[config.mk]
export PLATFORM = sky130hd
export DESIGN_NAME = bounded_ordered_list_store_top
export DESIGN_NICKNAME = d
export VERILOG_FILES = /design/src/bols_pkg.sv /design/src/bols_ram.sv /design/src/bols_front.sv /design/src/bols_queue.sv /design/src/bols_back.sv /design/src/bounded_ordered_list_store_top.sv
export SDC_FILE = /design/constraint.sdc
export NUM_CORES = 1
export LEC_CHECK = 0
export BUFFER_PORTS_ARGS = -buffer_cell sky130_fd_sc_hd__clkbuf_2
export CAP_MARGIN = 10
export CORE_ASPECT_RATIO = 1.5
export CORE_MARGIN = 4
export CORE_UTILIZATION = 45
export DETAILED_ROUTE_END_ITERATION = 16
export GPL_ROUTABILITY_DRIVEN = 1
export PLACE_DENSITY = 0.64
export SLEW_MARGIN = 20
export SYNTH_ARGS = -nofsm -noshare
export SYNTH_HDL_FRONTEND = slang
export SYNTH_SLANG_ARGS = --single-unit
[constraint.sdc]
create_clock -name i_clk -period 14.5 [get_ports i_clk]
set_clock_uncertainty 0.1 [all_clocks]
set_input_delay 2.175 -clock i_clk [delete_from_list [all_inputs] [get_ports i_clk]]
set_output_delay 2.175 -clock i_clk [all_outputs]
set_load 0.005 [all_outputs]
[src/bols_pkg.sv]
package bols_pkg;

    localparam int VAL_W       = 32;
    localparam int CNT_W       = 9;
    localparam int IDX_W       = 9;
    localparam int QUEUE_DEPTH = 2;
    localparam int QP_W        = $clog2(QUEUE_DEPTH);

    localparam logic signed [VAL_W-1:0] NEG_ONE = -32'sd1;

    typedef enum logic [2:0] {
        MODE_ADD_FRONT  = 3'd0,
        MODE_ADD_BACK   = 3'd1,
        MODE_ADD_INDEX  = 3'd2,
        MODE_REM_FRONT  = 3'd3,
        MODE_REM_BACK   = 3'd4,
        MODE_REM_INDEX  = 3'd5,
        MODE_CONTAINS   = 3'd6,
        MODE_READ_INDEX = 3'd7
    } t_mode;

    typedef enum logic [1:0] {
        ST_OK    = 2'd0,
        ST_RANGE = 2'd1,
        ST_FULL  = 2'd2
    } t_status;

    typedef enum logic [2:0] {
        OP_NONE,
        OP_INS,
        OP_REM,
        OP_FIND,
        OP_READ
    } t_op;

    typedef enum logic [1:0] {
        S_IDLE,
        S_SWEEP,
        S_DRAIN,
        S_FINAL
    } t_state;

    typedef struct packed {
        t_mode                   mode;
        logic signed [VAL_W-1:0] value;
        logic [IDX_W-1:0]        index;
    } t_in_req;

    typedef struct packed {
        logic signed [VAL_W-1:0] result_value;
        t_status                 status;
        logic                    found;
        logic [CNT_W-1:0]        count;
    } t_out_rsp;

    typedef struct packed {
        t_op                     op;
        t_status                 status;
        logic [CNT_W-1:0]        pos;
        logic [CNT_W-1:0]        cnt;
        logic [CNT_W-1:0]        cnt_after;
        logic signed [VAL_W-1:0] value;
    } t_cmd;

endpackage

[src/bols_ram.sv]
module bols_ram #(
    parameter int WIDTH = 32,
    parameter int DEPTH = 16
) (
    input  logic                               i_clk,
    input  logic                               i_we,
    input  logic [((DEPTH > 1) ? $clog2(DEPTH) : 1)-1:0] i_waddr,
    input  logic [WIDTH-1:0]                   i_wdata,
    input  logic [((DEPTH > 1) ? $clog2(DEPTH) : 1)-1:0] i_raddr,
    output logic [WIDTH-1:0]                   o_rdata
);

    logic [WIDTH-1:0] r_mem [DEPTH];
    logic [WIDTH-1:0] r_rdata;

    always_ff @(posedge i_clk) begin
        if (i_we) begin
            r_mem[i_waddr] <= i_wdata;
        end
        r_rdata <= r_mem[i_raddr];
    end

    assign o_rdata = r_rdata;

endmodule

[src/bols_front.sv]
module bols_front #(
    parameter int CAPACITY = 16
) (
    input  logic             i_clk,
    input  logic             i_rst_n,
    input  logic             i_in_valid,
    input  bols_pkg::t_in_req i_in_data,
    output logic             o_in_stall,
    input  logic             i_q_full,
    output logic             o_push,
    output bols_pkg::t_cmd   o_cmd
);

    logic [bols_pkg::CNT_W-1:0] r_count;
    logic [bols_pkg::CNT_W-1:0] n_count;
    logic                       w_full;
    logic                       w_empty;
    bols_pkg::t_cmd             w_cmd;

    assign w_full     = (r_count == bols_pkg::CNT_W'(CAPACITY));
    assign w_empty    = (r_count == '0);
    assign o_in_stall = i_q_full;
    assign o_push     = i_in_valid && !i_q_full;
    assign o_cmd      = w_cmd;

    always_comb begin
        w_cmd           = '0;
        w_cmd.op        = bols_pkg::OP_NONE;
        w_cmd.status    = bols_pkg::ST_RANGE;
        w_cmd.pos       = i_in_data.index;
        w_cmd.cnt       = r_count;
        w_cmd.cnt_after = r_count;
        w_cmd.value     = i_in_data.value;
        case (i_in_data.mode)
            bols_pkg::MODE_ADD_FRONT: begin
                w_cmd.pos = '0;
                if (w_full) begin
                    w_cmd.status = bols_pkg::ST_FULL;
                end else begin
                    w_cmd.op     = bols_pkg::OP_INS;
                    w_cmd.status = bols_pkg::ST_OK;
                end
            end
            bols_pkg::MODE_ADD_BACK: begin
                w_cmd.pos = r_count;
                if (w_full) begin
                    w_cmd.status = bols_pkg::ST_FULL;
                end else begin
                    w_cmd.op     = bols_pkg::OP_INS;
                    w_cmd.status = bols_pkg::ST_OK;
                end
            end
            bols_pkg::MODE_ADD_INDEX: begin
                if (i_in_data.index > r_count) begin
                    w_cmd.status = bols_pkg::ST_RANGE;
                end else if (w_full) begin
                    w_cmd.status = bols_pkg::ST_FULL;
                end else begin
                    w_cmd.op     = bols_pkg::OP_INS;
                    w_cmd.status = bols_pkg::ST_OK;
                end
            end
            bols_pkg::MODE_REM_FRONT: begin
                w_cmd.pos = '0;
                if (!w_empty) begin
                    w_cmd.op     = bols_pkg::OP_REM;
                    w_cmd.status = bols_pkg::ST_OK;
                end
            end
            bols_pkg::MODE_REM_BACK: begin
                w_cmd.pos = r_count - bols_pkg::CNT_W'(1);
                if (!w_empty) begin
                    w_cmd.op     = bols_pkg::OP_REM;
                    w_cmd.status = bols_pkg::ST_OK;
                end
            end
            bols_pkg::MODE_REM_INDEX: begin
                if (i_in_data.index < r_count) begin
                    w_cmd.op     = bols_pkg::OP_REM;
                    w_cmd.status = bols_pkg::ST_OK;
                end
            end
            bols_pkg::MODE_CONTAINS: begin
                w_cmd.op     = bols_pkg::OP_FIND;
                w_cmd.status = bols_pkg::ST_OK;
            end
            bols_pkg::MODE_READ_INDEX: begin
                if (i_in_data.index < r_count) begin
                    w_cmd.op     = bols_pkg::OP_READ;
                    w_cmd.status = bols_pkg::ST_OK;
                end
            end
            default: begin
                w_cmd.op = bols_pkg::OP_NONE;
            end
        endcase
        if (w_cmd.op == bols_pkg::OP_INS) begin
            w_cmd.cnt_after = r_count + bols_pkg::CNT_W'(1);
        end else if (w_cmd.op == bols_pkg::OP_REM) begin
            w_cmd.cnt_after = r_count - bols_pkg::CNT_W'(1);
        end
    end

    always_comb begin
        n_count = r_count;
        if (o_push) begin
            n_count = w_cmd.cnt_after;
        end
    end

    always_ff @(posedge i_clk) begin
        if (!i_rst_n) begin
            r_count <= '0;
        end else begin
            r_count <= n_count;
        end
    end

`ifndef SYNTH
    a_count_bound: assert property (@(posedge i_clk) disable iff (!i_rst_n)
        r_count <= bols_pkg::CNT_W'(CAPACITY))
        else $error("list count above capacity");
`endif

endmodule

[src/bols_queue.sv]
module bols_queue (
    input  logic           i_clk,
    input  logic           i_rst_n,
    input  logic           i_push,
    input  bols_pkg::t_cmd i_cmd,
    output logic           o_full,
    input  logic           i_pop,
    output logic           o_valid,
    output bols_pkg::t_cmd o_head
);

    bols_pkg::t_cmd                r_slot [bols_pkg::QUEUE_DEPTH];
    logic [bols_pkg::QP_W-1:0]     r_wr;
    logic [bols_pkg::QP_W-1:0]     r_rd;
    logic [bols_pkg::QP_W:0]       r_cnt;
    logic [bols_pkg::QP_W-1:0]     n_wr;
    logic [bols_pkg::QP_W-1:0]     n_rd;
    logic [bols_pkg::QP_W:0]       n_cnt;

    assign o_full  = (r_cnt == (bols_pkg::QP_W+1)'(bols_pkg::QUEUE_DEPTH));
    assign o_valid = (r_cnt != '0);
    assign o_head  = r_slot[r_rd];

    always_comb begin
        n_wr  = r_wr;
        n_rd  = r_rd;
        n_cnt = r_cnt;
        if (i_push) begin
            n_wr = r_wr + bols_pkg::QP_W'(1);
        end
        if (i_pop) begin
            n_rd = r_rd + bols_pkg::QP_W'(1);
        end
        if (i_push && !i_pop) begin
            n_cnt = r_cnt + (bols_pkg::QP_W+1)'(1);
        end else if (i_pop && !i_push) begin
            n_cnt = r_cnt - (bols_pkg::QP_W+1)'(1);
        end
    end

    always_ff @(posedge i_clk) begin
        if (i_push) begin
            r_slot[r_wr] <= i_cmd;
        end
    end

    always_ff @(posedge i_clk) begin
        if (!i_rst_n) begin
            r_wr  <= '0;
            r_rd  <= '0;
            r_cnt <= '0;
        end else begin
            r_wr  <= n_wr;
            r_rd  <= n_rd;
            r_cnt <= n_cnt;
        end
    end

endmodule

[src/bols_back.sv]
module bols_back #(
    parameter int CAPACITY = 16
) (
    input  logic              i_clk,
    input  logic              i_rst_n,
    input  logic              i_cmd_valid,
    input  bols_pkg::t_cmd    i_cmd,
    output logic              o_cmd_pop,
    output logic              o_out_valid,
    input  logic              i_out_stall,
    output bols_pkg::t_out_rsp o_out_data
);

    localparam int AW = (CAPACITY > 1) ? $clog2(CAPACITY) : 1;

    bols_pkg::t_state                  r_state;
    bols_pkg::t_state                  n_state;
    bols_pkg::t_cmd                    r_cmd;
    bols_pkg::t_cmd                    n_cmd;
    logic [AW-1:0]                     r_ptr;
    logic [AW-1:0]                     n_ptr;
    logic [AW-1:0]                     r_end;
    logic [AW-1:0]                     n_end;
    logic                              r_rv;
    logic                              n_rv;
    logic [AW-1:0]                     r_rq;
    logic [AW-1:0]                     n_rq;
    logic signed [bols_pkg::VAL_W-1:0] r_res;
    logic signed [bols_pkg::VAL_W-1:0] n_res;
    logic                              r_found;
    logic                              n_found;
    logic                              r_out_valid;
    logic                              n_out_valid;
    bols_pkg::t_out_rsp                r_out;
    bols_pkg::t_out_rsp                n_out;

    logic                              w_pop;
    logic [bols_pkg::CNT_W-1:0]        w_cnt_m1;
    logic [AW-1:0]                     w_pos;
    logic [AW-1:0]                     w_in_pos;
    logic [AW-1:0]                     w_in_last;
    logic                              w_wr_ins;
    logic                              w_wr_rem;
    logic                              w_we;
    logic [AW-1:0]                     w_waddr;
    logic [bols_pkg::VAL_W-1:0]        w_wdata;
    logic [bols_pkg::VAL_W-1:0]        w_rdata;

    bols_ram #(
        .WIDTH (bols_pkg::VAL_W),
        .DEPTH (CAPACITY)
    ) u_store (
        .i_clk   (i_clk),
        .i_we    (w_we),
        .i_waddr (w_waddr),
        .i_wdata (w_wdata),
        .i_raddr (r_ptr),
        .o_rdata (w_rdata)
    );

    assign w_cnt_m1  = i_cmd.cnt - bols_pkg::CNT_W'(1);
    assign w_in_last = w_cnt_m1[AW-1:0];
    assign w_in_pos  = i_cmd.pos[AW-1:0];
    assign w_pos     = r_cmd.pos[AW-1:0];
    assign w_pop     = (r_state == bols_pkg::S_IDLE) && i_cmd_valid && !r_out_valid;
    assign o_cmd_pop = w_pop;

    assign w_wr_ins = r_rv && (r_cmd.op == bols_pkg::OP_INS);
    assign w_wr_rem = r_rv && (r_cmd.op == bols_pkg::OP_REM) && (r_rq != w_pos);
    assign w_we     = w_wr_ins || w_wr_rem || (r_state == bols_pkg::S_FINAL);

    always_comb begin
        if (r_state == bols_pkg::S_FINAL) begin
            w_waddr = w_pos;
            w_wdata = r_cmd.value;
        end else if (w_wr_ins) begin
            w_waddr = r_rq + AW'(1);
            w_wdata = w_rdata;
        end else begin
            w_waddr = r_rq - AW'(1);
            w_wdata = w_rdata;
        end
    end

    always_comb begin
        n_state     = r_state;
        n_cmd       = r_cmd;
        n_ptr       = r_ptr;
        n_end       = r_end;
        n_rv        = 1'b0;
        n_rq        = r_rq;
        n_res       = r_res;
        n_found     = r_found;
        n_out_valid = r_out_valid;
        n_out       = r_out;

        if (r_out_valid && !i_out_stall) begin
            n_out_valid = 1'b0;
        end

        if (r_rv) begin
            if ((r_cmd.op == bols_pkg::OP_READ) ||
                ((r_cmd.op == bols_pkg::OP_REM) && (r_rq == w_pos))) begin
                n_res = w_rdata;
            end
            if ((r_cmd.op == bols_pkg::OP_FIND) && (w_rdata == r_cmd.value)) begin
                n_found = 1'b1;
            end
        end

        case (r_state)
            bols_pkg::S_IDLE: begin
                if (w_pop) begin
                    n_cmd   = i_cmd;
                    n_found = 1'b0;
                    n_res   = i_cmd.value;
                    case (i_cmd.op)
                        bols_pkg::OP_INS: begin
                            if (i_cmd.cnt > i_cmd.pos) begin
                                n_ptr   = w_in_last;
                                n_end   = w_in_pos;
                                n_state = bols_pkg::S_SWEEP;
                            end else begin
                                n_state = bols_pkg::S_FINAL;
                            end
                        end
                        bols_pkg::OP_REM: begin
                            n_ptr   = w_in_pos;
                            n_end   = w_in_last;
                            n_state = bols_pkg::S_SWEEP;
                        end
                        bols_pkg::OP_READ: begin
                            n_ptr   = w_in_pos;
                            n_end   = w_in_pos;
                            n_state = bols_pkg::S_SWEEP;
                        end
                        bols_pkg::OP_FIND: begin
                            if (i_cmd.cnt != '0) begin
                                n_ptr   = '0;
                                n_end   = w_in_last;
                                n_state = bols_pkg::S_SWEEP;
                            end else begin
                                n_out_valid        = 1'b1;
                                n_out.result_value = i_cmd.value;
                                n_out.status       = bols_pkg::ST_OK;
                                n_out.found        = 1'b0;
                                n_out.count        = i_cmd.cnt_after;
                            end
                        end
                        default: begin
                            n_out_valid        = 1'b1;
                            n_out.result_value = bols_pkg::NEG_ONE;
                            n_out.status       = i_cmd.status;
                            n_out.found        = 1'b0;
                            n_out.count        = i_cmd.cnt_after;
                        end
                    endcase
                end
            end
            bols_pkg::S_SWEEP: begin
                n_rv = 1'b1;
                n_rq = r_ptr;
                if (r_ptr == r_end) begin
                    n_state = bols_pkg::S_DRAIN;
                end else if (r_cmd.op == bols_pkg::OP_INS) begin
                    n_ptr = r_ptr - AW'(1);
                end else begin
                    n_ptr = r_ptr + AW'(1);
                end
            end
            bols_pkg::S_DRAIN: begin
                if (r_cmd.op == bols_pkg::OP_INS) begin
                    n_state = bols_pkg::S_FINAL;
                end else begin
                    n_state            = bols_pkg::S_IDLE;
                    n_out_valid        = 1'b1;
                    n_out.result_value = n_res;
                    n_out.status       = bols_pkg::ST_OK;
                    n_out.found        = n_found;
                    n_out.count        = r_cmd.cnt_after;
                end
            end
            bols_pkg::S_FINAL: begin
                n_state            = bols_pkg::S_IDLE;
                n_out_valid        = 1'b1;
                n_out.result_value = r_cmd.value;
                n_out.status       = bols_pkg::ST_OK;
                n_out.found        = 1'b0;
                n_out.count        = r_cmd.cnt_after;
            end
            default: begin
                n_state = bols_pkg::S_IDLE;
            end
        endcase
    end

    always_ff @(posedge i_clk) begin
        r_cmd   <= n_cmd;
        r_ptr   <= n_ptr;
        r_end   <= n_end;
        r_rq    <= n_rq;
        r_res   <= n_res;
        r_found <= n_found;
        r_out   <= n_out;
    end

    always_ff @(posedge i_clk) begin
        if (!i_rst_n) begin
            r_state     <= bols_pkg::S_IDLE;
            r_rv        <= 1'b0;
            r_out_valid <= 1'b0;
        end else begin
            r_state     <= n_state;
            r_rv        <= n_rv;
            r_out_valid <= n_out_valid;
        end
    end

    assign o_out_valid = r_out_valid;
    assign o_out_data  = r_out;

`ifndef SYNTH
    a_busy_no_result: assert property (@(posedge i_clk) disable iff (!i_rst_n)
        (r_state != bols_pkg::S_IDLE) |-> !r_out_valid)
        else $error("result pending while a request is being carried out");
    a_drain_has_read: assert property (@(posedge i_clk) disable iff (!i_rst_n)
        (r_state == bols_pkg::S_DRAIN) |-> r_rv)
        else $error("drain without an outstanding read");
    a_shift_in_range: assert property (@(posedge i_clk) disable iff (!i_rst_n)
        w_wr_ins |-> (32'(r_rq) < CAPACITY - 1))
        else $error("insert shift beyond last entry");
`endif

endmodule

[src/bounded_ordered_list_store_top.sv]
// Channel | Direction | Handshake                       | Payload
// in      | input     | i_in_valid / o_in_stall         | i_in_data  (bols_pkg::t_in_req)
// out     | output    | o_out_valid / i_out_stall       | o_out_data (bols_pkg::t_out_rsp)
//
// Refused requests are answered in the back end with no RAM access; insert at p moves the
// entries from p on up by one and then writes the value (an append only writes it), remove
// at p reads the entry at p and moves the later ones down, contains reads each entry (none
// on an empty list) and read reads the entry at p. The RAM has one read and one write port.
// Two requests queue ahead of the back end, which takes the next one once the result is gone.
// Reset clears the count and control state at once; the element RAM is not cleared.
module bounded_ordered_list_store_top #(
    parameter int CAPACITY = 16
) (
    input  logic               i_clk,
    input  logic               i_rst_n,
    input  logic               i_in_valid,
    input  bols_pkg::t_in_req  i_in_data,
    output logic               o_in_stall,
    output logic               o_out_valid,
    input  logic               i_out_stall,
    output bols_pkg::t_out_rsp o_out_data
);

    logic           w_push;
    logic           w_q_full;
    logic           w_q_valid;
    logic           w_pop;
    bols_pkg::t_cmd w_cmd_in;
    bols_pkg::t_cmd w_cmd_head;

    bols_front #(
        .CAPACITY (CAPACITY)
    ) u_front (
        .i_clk      (i_clk),
        .i_rst_n    (i_rst_n),
        .i_in_valid (i_in_valid),
        .i_in_data  (i_in_data),
        .o_in_stall (o_in_stall),
        .i_q_full   (w_q_full),
        .o_push     (w_push),
        .o_cmd      (w_cmd_in)
    );

    bols_queue u_queue (
        .i_clk   (i_clk),
        .i_rst_n (i_rst_n),
        .i_push  (w_push),
        .i_cmd   (w_cmd_in),
        .o_full  (w_q_full),
        .i_pop   (w_pop),
        .o_valid (w_q_valid),
        .o_head  (w_cmd_head)
    );

    bols_back #(
        .CAPACITY (CAPACITY)
    ) u_back (
        .i_clk       (i_clk),
        .i_rst_n     (i_rst_n),
        .i_cmd_valid (w_q_valid),
        .i_cmd       (w_cmd_head),
        .o_cmd_pop   (w_pop),
        .o_out_valid (o_out_valid),
        .i_out_stall (i_out_stall),
        .o_out_data  (o_out_data)
    );

endmodule
==> results of run 1 <==
-- layout make-up --
cell class	count	area, um^2	share of cell area
clock buffers	101	2170	0.0575
clock inverters	35	372	0.00984
inverters	64	240	0.00636
multi-input cells	790	9020	0.239
flip-flops and latches	827	24000	0.636
well taps	992	1240	0.0329
repair buffers	126	713	0.0189
-- kinds of logic after synthesis --
| family | Yosys count | synth area share |
|---|---|---|
| compound gates | 142 | 0.0300 |
| buf+inv | 154 | 0.0201 |
| simple gates | 186 | 0.0313 |
| xor+xnor | 60 | 0.0157 |
| fa+ha+maj | 30 | 0.0116 |
| mux | 372 | 0.175 |
| flops | 827 | 0.716 |
-- through the flow --
stage	setup slack [ns]	total power, mW	utilization	std cells	instance area, um^2
after CTS	10.31	7.95	0.511	2935	37800
after global routing	10.06	8.22	0.511	2935	37800
after detailed placement	9.68	5.90	0.477	2799	35200
after global placement	9.84	5.84	0.477	2799	35200
after floorplan	6.79	5.10	-	1771	33500
final	10.25	7.88	0.511	2935	37800
-- worst max-delay path, cell delays in order --
cell,delay (ns)
clkbuf_2,0.11
ha_1,0.31
nand4_1,0.11
o221a_1,0.29
a211oi_2,0.34
o21a_1,0.41
and2_1,0.35
nor3_2,0.10
a221oi_1,0.34
-- layer usage --
metal,up-vias,GRT usage
met2,467,0.373
met1,8668,0.229
met5,-,0
li1,7304,-
met3,153,0.0235
met4,0,0.102
-- worst min path at each step --
stage                             startpoint                    end  slack, ns
after floorplan           u_front.r_count[3]  u_queue.r_slot[0][44]       0.32
after global placement        u_back.r_found         u_back.r_found       0.36
after detailed placement      u_back.r_found         u_back.r_found       0.37
after CTS                     u_back.r_found         u_back.r_found       0.39
after global routing          u_back.r_found         u_back.r_found       0.45
final                         u_back.r_found         u_back.r_found       0.39
-- registers in the layout (all words and copies together), names as in the netlist, named ones only --
name                    flops
u_back.r_ptr                4
u_back.r_end                4
u_back.o_out_data          44
u_back.o_out_valid          1
u_back.r_found              1
u_back.r_state              2
u_queue.r_cnt               2
u_back.u_store.o_rdata     32
u_queue.r_slot            128
u_queue.r_wr                1
u_front.r_count             9
u_back.u_store.r_mem      512
u_back.r_res               32
u_back.r_rq                 4
u_back.r_cmd               48
u_back.r_rv                 1
u_queue.r_rd                1
-- placed cells by master, fill, tap and decap left out, types with 33 or more instances in the layout --
master / count
clkbuf_2: 93
mux2i_1: 87
a22oi_1: 35
edfxtp_1: 744
clkbuf_16: 81
dfxtp_1: 80
xnor2_1: 46
buf_4: 33
mux2_2: 116
mux4_2: 160
nand2_1: 39
inv_1: 59
-- power groups by stage --
| stage | Combinational [mW] | Clock, mW | Sequential, mW |
|---|---|---|---|
| floorplan | 1.68 | 0 | 3.43 |
| global placement | 2.24 | 0 | 3.60 |
| detailed placement | 2.29 | 0 | 3.61 |
| CTS | 2.31 | 2.08 | 3.56 |
| global route | 2.47 | 2.18 | 3.57 |
| finish | 2.28 | 2.04 | 3.55 |
==> out/metrics.yaml, run 1 <==
timing:
  relSlewSlack: 0.240
  clock.fmax_ghz: 0.236
  post-route-period-util: 0.293
  hold_violations: 0
  timing.final.crit_period_ns: 4.25
  whs_ns: 0.386
  rsz0062_at_grt: "false"
  tns_ns: 0
  setup_viol: 0
  slew_violations: 0
  worst_pin_slew_ns: 1.14
power_and_ir_drop:
  sw_frac_of_total: 0.310
  p_switching_mw: 2.45
  powerDensity_mw_per_mm2: 209
  p_int_mw: 5.43
  comb_power_share: 0.289
  power.share.clock: 0.260
  leakagePower_nw: 12.3
  ir_drop_v: 0.000140
  seq_power_share: 0.451
synthesis:
  ys_seq_elements: 827
  synth_ff_type: "edfxtp_1"
  synth.most_common_cell: "edfxtp_1"
  synth_edf_count: 744
  synthTopCellsByArea: "edfxtp_1 (67%), mux4_2 (11%), dfxtp_1 (5.0%), mux2_2 (3.9%), mux2i_1 (2.6%)"
  synth_fp_nets: 1849
  synthCells: 1771
  yosysSeqAreaShare: 0.716
  synth_warnings: 0
  ys_async_sr_fraction: 0
  syn_area_mm2: 0.0335
  synth_cell_types: 76
  synth_common_cells: "edfxtp_1 (744), mux4_2 (160), mux2_2 (116)"
  yosysTopAreaCell: "edfxtp_1"
  synth.avg_cell_area_um2: 18.9
  synth_top_area_frac: 0.666
critical_path:
  cp-endpoint: "u_queue.r_slot[0][39]"
  start_kind: "input port"
  cp-end-kind: "flop"
  ff2ff_path_depth: 10
  r2r_slack_ns: 10.30
  cp.arrival_ns: 4.54
  cp-startpoint: "i_in_data[4]"
  reg2reg_to: "u_back.u_store.r_mem[11][5]"
  required_ns: 14.79
  timing.rr.start: "u_back.r_cmd[62]"
  worstSetupPathType: "in2reg"
  cp_max_fo: 10
clock_tree:
  clockBufferDepth: 3
  cts_resized: 0
  path_clk_slew_ns: 0.06
  clock-sinks: 827
  htreeDepth: 3
  cts_made_buffers: 75
  cts_hold_buf: 0
  root_buffer: "clkbuf_16"
  post_cts.repair.setup_buffers: 0
  worstSkewPairLatency_ns: 0.63
  cts_tree: "done"
layout:
  fillers: 5984
  drive_gt1_frac: 0.290
  antenna_cells: 0
  fin_nets: 1962
  area_growth_syn_to_layout_pct: 12.6
route:
  via_count: 16600
  drt-total-wl_um: 79700
  wl_met3_um: 2930
  drc: 0
  wire_per_inst_um: 27.2
  drt-initial-drc-count: 1176
  dr.pass1.iters: 5
  top_layer_used: "met4"
  met2_length_um: 43500
  vias_per_cell: 5.65
  m1WireLength_um: 28900
  ant_nets: 0
hold_path:
  hold_class: "reg2reg"
  holdPathStages: 2
global_routing:
  antenna_found_initial: 0
  overflow: 0
  track_usage: 0.202
  grt_max_degree: 71
  grt_pass1_vias: 17800
  grt_pass1_wl_um: 117000
die:
  core-area_mm2: 0.0739
  dieArea_mm2: 0.0790
  start_util: 0.454
  fp.dieH_um: 342
  fp.dieW_um: 231
  rows: 122
  num_io_pins: 94
placement:
  portBuffers: 93
  hpwl_um: 48500
  routabilityCongestion: 0.845
job:
  drv_cap: 0
status:
  status: "finished, final reports clean"
(Power assumes the default switching activity.)
==> run 2: changes to the inputs <==
- PLACE_DENSITY: 0.64 -> 0.66
- clock period: 14.5 -> 3.8 ns (I/O delays scaled with it)
==> run 2 against run 1 <==
Sequential power increased to 3.7 times the previous value. Power increased to 3.8 times the previous value. Non-clock buffer count increased by 32. First-iteration DRC count decreased by 3.2%. Final cell count increased by 1.2%. Sequential cell count unchanged. Utilization increased by 0.41 points. Clock power increased to 3.6 times the previous value. Global-route usage decreased by 0.93 points. Final area increased by 0.81%. Register-to-register slack got worse by 9.9 ns. Die area unchanged.
==> out/metrics.yaml, run 2 (same netlist as run 1, synthesis figures left out) <==
placement:
  dpl_cell_area_mm2: 0.0356
  routabilityCongestion: 0.847
  hpwl_um: 50400
  portBuffers: 93
die:
  core-area_mm2: 0.0739
  start_util: 0.454
  fp.dieH_um: 342
  fp.dieW_um: 231
  rows: 122
  num_io_pins: 94
  dieArea_mm2: 0.0790
layout:
  final_common_cell: "edfxtp_1"
  layout_common_cells: "edfxtp_1 (744), mux4_2 (160), mux2_2 (116), clkbuf_2 (93), mux2i_1 (87)"
  regMostFlops: "u_back.u_store.r_mem"
  area_growth_syn_to_layout_pct: 13.5
  stdcell_area_mm2: 0.0381
  multi_input_area_mm2: 0.00901
  regArea_mm2: 0.0240
  drive_gt1_frac: 0.300
  reg_top3: "u_back.u_store.r_mem x512, u_queue.r_slot x128, u_back.r_cmd x48"
  fin_nets: 1995
  largest_register_ffs: 512
  fillers: 5928
clock_tree:
  htreeDepth: 3
  clock-sinks: 827
  post_cts.repair.setup_buffers: 0
  cts_tree: "done"
  clockBufferDepth: 3
  cts_made_buffers: 76
  path_clk_slew_ns: 0.06
  worstSkewPairLatency_ns: 0.62
  root_buffer: "clkbuf_16"
critical_path:
  required_ns: 3.97
  cp-end-kind: "flop"
  cp_max_fo: 23
  worstSetupPathType: "reg2reg"
  start_kind: "flop"
  crit_path_cell_trace: "nor3b_1 -> nand2_1 -> ha_1 -> a21o_1 -> a21oi_1 -> xnor2_1 -> mux2_2 -> nand2_1 -> nor2_4 -> buf_4"
  cp_num_buf_inv: 1
  cpMostUsedCell: "nand2_1"
  cp.arrival_ns: 3.53
  cpPeakStageDelay_ns: 0.46
  slowest_stage: "edfxtp_1"
  crit_family: "simple AND/OR/NAND/NOR gates"
timing:
  post-route-period-util: 0.884
  clock.fmax_ghz: 0.298
  relSlewSlack: 0.365
  setup_viol: 0
  timing.final.crit_period_ns: 3.36
  slew_violations: 0
  worst_pin_slew_ns: 0.952
  hold_violations: 0
  rsz0062_at_grt: "false"
  whs_ns: 0.0384
route:
  vias_per_cell: 5.63
  drc: 0
  via_count: 16700
  wire_per_inst_um: 25.6
  drt-initial-drc-count: 1138
  dr.pass1.iters: 5
  drt-total-wl_um: 76000
  ant_nets: 0
global_routing:
  track_usage: 0.192
  overflow: 0
  grt_pass1_wl_um: 114000
  grt_pass1_vias: 17900
  grt_max_degree: 66
  antenna_found_initial: 2
status:
  status: "finished, final reports clean"
job:
  drv_cap: 0
hold_path:
  hold_class: "in2reg"
power_and_ir_drop:
  leakagePower_nw: 12.5
  powerDensity_mw_per_mm2: 790
  ir_drop_v: 0.000559
==> run 2: cell count changes in the layout (fill, tap and decap cells not counted), sizes merged <==
cell         change
inv              +1
dlygate4sd3      +3
clkinvlp         +6
diode            +1
buf             +29
bufinv           -5
==> run 2: routing by layer <==
| metal | track usage | part of all wire |
|---|---|---|
| met1 | 0.212 | 0.36 |
| met2 | 0.369 | 0.57 |
| met3 | 0.0238 | 0.034 |
| met4 | 0.0825 | 0.042 |
| met5 | 0 | 0 |
==> run 2: path summary, 6_finish.rpt <==
kind                          from                            to  slack [ns]  cells after the start
setup reg to reg  u_back.r_cmd[62]  u_back.u_store.r_mem[10][11]        0.44                     10
setup / recovery  u_back.r_cmd[62]  u_back.u_store.r_mem[10][11]        0.44                     10
hold / removal       i_in_data[12]          u_queue.r_slot[1][3]        0.04                      1
hold reg to reg     u_back.r_found                u_back.r_found        0.39                      2
==> run 2: metrics by stage <==
step | total power [mW] | std cells | setup slack [ns] | util | setup TNS, ns
after global placement | 22.8 | 2828 | 0.568 | 0.482 | 0
after floorplan | 19.5 | 1771 | -0.314 | - | -151.63
after CTS | 30.4 | 2969 | 0.436 | 0.515 | 0
final | 30.1 | 2970 | 0.441 | 0.515 | 0
after detailed placement | 23.0 | 2828 | 0.479 | 0.482 | 0
after global routing | 31.4 | 2970 | 0.205 | 0.515 | 0
==> run 2: where the power goes <==
part           switching (mW)  leakage, nW  internal, mW  total [mW]
combinational            5.42         3.84          3.96        9.38
sequential              0.912         7.43          12.4        13.3
clock                    3.28         1.18          4.15        7.42
==> run 2: what timing repair did <==
| action | in CTS | in global routing |
|---|---|---|
| hold buffers | 3 | 0 |
| gates resized for setup | 0 | 0 |
| hold endpoints to repair | 6 | 0 |
==> run 2: final cells by class <==
type / instances / area share
tap: 992 / 0.0326
clock inverter: 37 / 0.00854
sequential: 827 / 0.631
multi-input combinational: 790 / 0.237
clock buffer: 101 / 0.0553
inverter: 64 / 0.00631
antenna: 1 / 0.0000657
timing repair buffer: 158 / 0.0298
==> run 2: worst register-to-register path, cell delays in order (launching register included) <==
cell,delay [ns]
edfxtp_1,0.46
nor3b_1,0.34
nand2_1,0.21
ha_1,0.32
a21o_1,0.18
a21oi_1,0.18
xnor2_1,0.20
mux2_2,0.23
nand2_1,0.23
nor2_4,0.19
buf_4,0.37
==> run 3: changes to the inputs <==
==> constraint.sdc (replaced) <==
create_clock -name i_clk -period 3.8 [get_ports i_clk]
set_clock_uncertainty 0.1 [all_clocks]
set_input_delay 0.38 -clock i_clk [delete_from_list [all_inputs] [get_ports i_clk]]
set_output_delay 0.38 -clock i_clk [all_outputs]
set_load 0.005 [all_outputs]
==> run 3 against run 2 <==
Global-route usage barely moved. First-iteration DRC count rose by 20%. Via count did not move. Worst setup slack got worse by 0.065 ns. Utilization rose by 0.30 points. Final area rose by 0.58%. Critical path depth fell by 1. Largest power group unchanged. Non-clock buffer count rose by 28. Power fell by 0.35%. Highest routed layer unchanged. Critical endpoint is now u_front.r_count[3].
==> out/metrics.yaml, run 3 (same netlist as run 1, synthesis figures left out) <==
status:
  status: "finished, final reports clean"
die:
  num_io_pins: 94
  start_util: 0.454
  fp.dieH_um: 342
  core-area_mm2: 0.0739
  rows: 122
  dieArea_mm2: 0.0790
  fp.dieW_um: 231
clock_tree:
  clock-sinks: 827
  path_clk_slew_ns: 0.07
  cts_tree: "done"
  worstSkewPairLatency_ns: 0.62
  cts_made_buffers: 75
  post_cts.repair.setup_buffers: 0
  root_buffer: "clkbuf_16"
  htreeDepth: 3
  clockBufferDepth: 3
placement:
  routabilityCongestion: 0.839
  portBuffers: 93
  hpwl_um: 50100
  dpl_cell_area_mm2: 0.0356
  pre_cts_slack_ns: 0.419
power_and_ir_drop:
  p_int_mw: 20.4
  ir_drop_v: 0.000574
  power.share.clock: 0.245
  p_switching_mw: 9.54
  sw_frac_of_total: 0.318
  leakagePower_nw: 12.5
  comb_power_share: 0.313
  powerDensity_mw_per_mm2: 783
  seq_power_share: 0.442
  total_power_mw: 30.0
critical_path:
  cp_max_fo: 12
  reg2reg_to: "u_front.r_count[3]"
  timing.rr.start: "u_front.r_count[6]"
  crit_path_cell_trace: "clkinv_1 -> ha_1 -> a21o_1 -> a31oi_2 -> o21ai_2 -> o311ai_4 -> nand2_2 -> o32ai_1 -> mux2i_1"
  r2r_slack_ns: 0.38
  start_kind: "flop"
  worstSetupPathType: "reg2reg"
  ff2ff_path_depth: 9
  required_ns: 4.23
  cp-endpoint: "u_front.r_count[3]"
  cpPeakStageDelay_ns: 0.51
  cp-end-kind: "flop"
  slowest_stage: "dfxtp_1"
  cp-startpoint: "u_front.r_count[6]"
  cp.arrival_ns: 3.86
timing:
  slew_violations: 0
  hold_violations: 0
  setup_viol: 0
  worst_pin_slew_ns: 0.856
  relSlewSlack: 0.430
  timing.final.crit_period_ns: 3.42
  rsz0062_at_grt: "false"
  post-route-period-util: 0.901
  clock.fmax_ghz: 0.292
  fin_ws_ns: 0.376
  whs_ns: 0.0526
route:
  drt-total-wl_um: 75800
  wire_per_inst_um: 25.3
  ant_nets: 0
  via_count: 16700
  drc: 0
  vias_per_cell: 5.57
  dr.pass1.iters: 5
  drt-initial-drc-count: 1361
layout:
  final_util: 0.518
  regArea_mm2: 0.0240
  area_growth_syn_to_layout_pct: 14.2
  final_common_cell: "edfxtp_1"
  drive_gt1_frac: 0.291
  multi_input_area_mm2: 0.00901
  reg_top3: "u_back.u_store.r_mem x512, u_queue.r_slot x128, u_back.r_cmd x48"
  largest_register_ffs: 512
  fin_nets: 2022
  regMostFlops: "u_back.u_store.r_mem"
  antenna_cells: 0
  layout_common_cells: "edfxtp_1 (744), mux4_2 (160), mux2_2 (116), clkbuf_2 (93), mux2i_1 (87)"
  fillers: 5959
  stdcell_area_mm2: 0.0383
global_routing:
  grt_pass1_vias: 17900
  grt_max_degree: 61
  overflow: 0
  grt_pass1_wl_um: 114000
  track_usage: 0.193
  antenna_found_initial: 0
hold_path:
  hold_class: "in2reg"
  hp-start: "i_in_data[6]"
job:
  drv_cap: 0
run 3: repair_timing:
action	CTS	global route
hold endpoints to repair	65	0
endpoints found under the setup margin	0	0
gates resized for setup	0	0
hold buffers	33	0
run 3: power groups by stage:
stage | clock, mW | sequential (mW) | combinational, mW
6_report | 7.33 | 13.3 | 9.39
3_5_place_dp | 0 | 13.5 | 9.51
5_1_grt | 7.90 | 13.4 | 10.1
3_3_place_gp | 0 | 13.4 | 9.32
2_1_floorplan | 0 | 13.0 | 6.44
4_1_cts | 7.50 | 13.3 | 9.58
run 3: per-stage QoR:
step           cells  TNS (ns)
3_5_place_dp    2826         0
2_1_floorplan   1771   -151.63
3_3_place_gp    2826         0
5_1_grt         2999         0
4_1_cts         2999         0
6_report        2999         0
run 3: critical path, delay by kind of cell, from the launching register on:
family,cells,cell delay [ns]
AO/OA/AOI/OAI,5,1.48
adder cells (fa/ha/maj),1,0.39
buffers and inverters,1,0.33
flip-flops,1,0.51
multiplexers,1,0.24
AND/OR/NAND/NOR,1,0.29
run 3: layer usage:
metal  part of all wire  GRT usage
met1               0.35      0.217
met2               0.57      0.369
met3              0.034     0.0227
met4              0.038     0.0767
met5                  0          0
run 3: layout make-up:
cell class,instances,share of cell area
inverters,64,0.00627
clock inverters,30,0.00640
flip-flops and latches,827,0.627
multi-input cells,790,0.235
well taps,992,0.0324
repair buffers,186,0.0365
clock buffers,110,0.0562
run 3: worst min-delay path by stage:
| stage | to | cells after the start |
|---|---|---|
| 2_1_floorplan | u_queue.r_slot[0][44] | 0 |
| 4_1_cts | u_queue.r_slot[0][56] | 3 |
| 5_1_grt | u_queue.r_slot[0][56] | 3 |
| 3_3_place_gp | u_back.r_found | 2 |
| 6_report | u_queue.r_slot[0][56] | 3 |
| 3_5_place_dp | u_back.r_found | 2 |
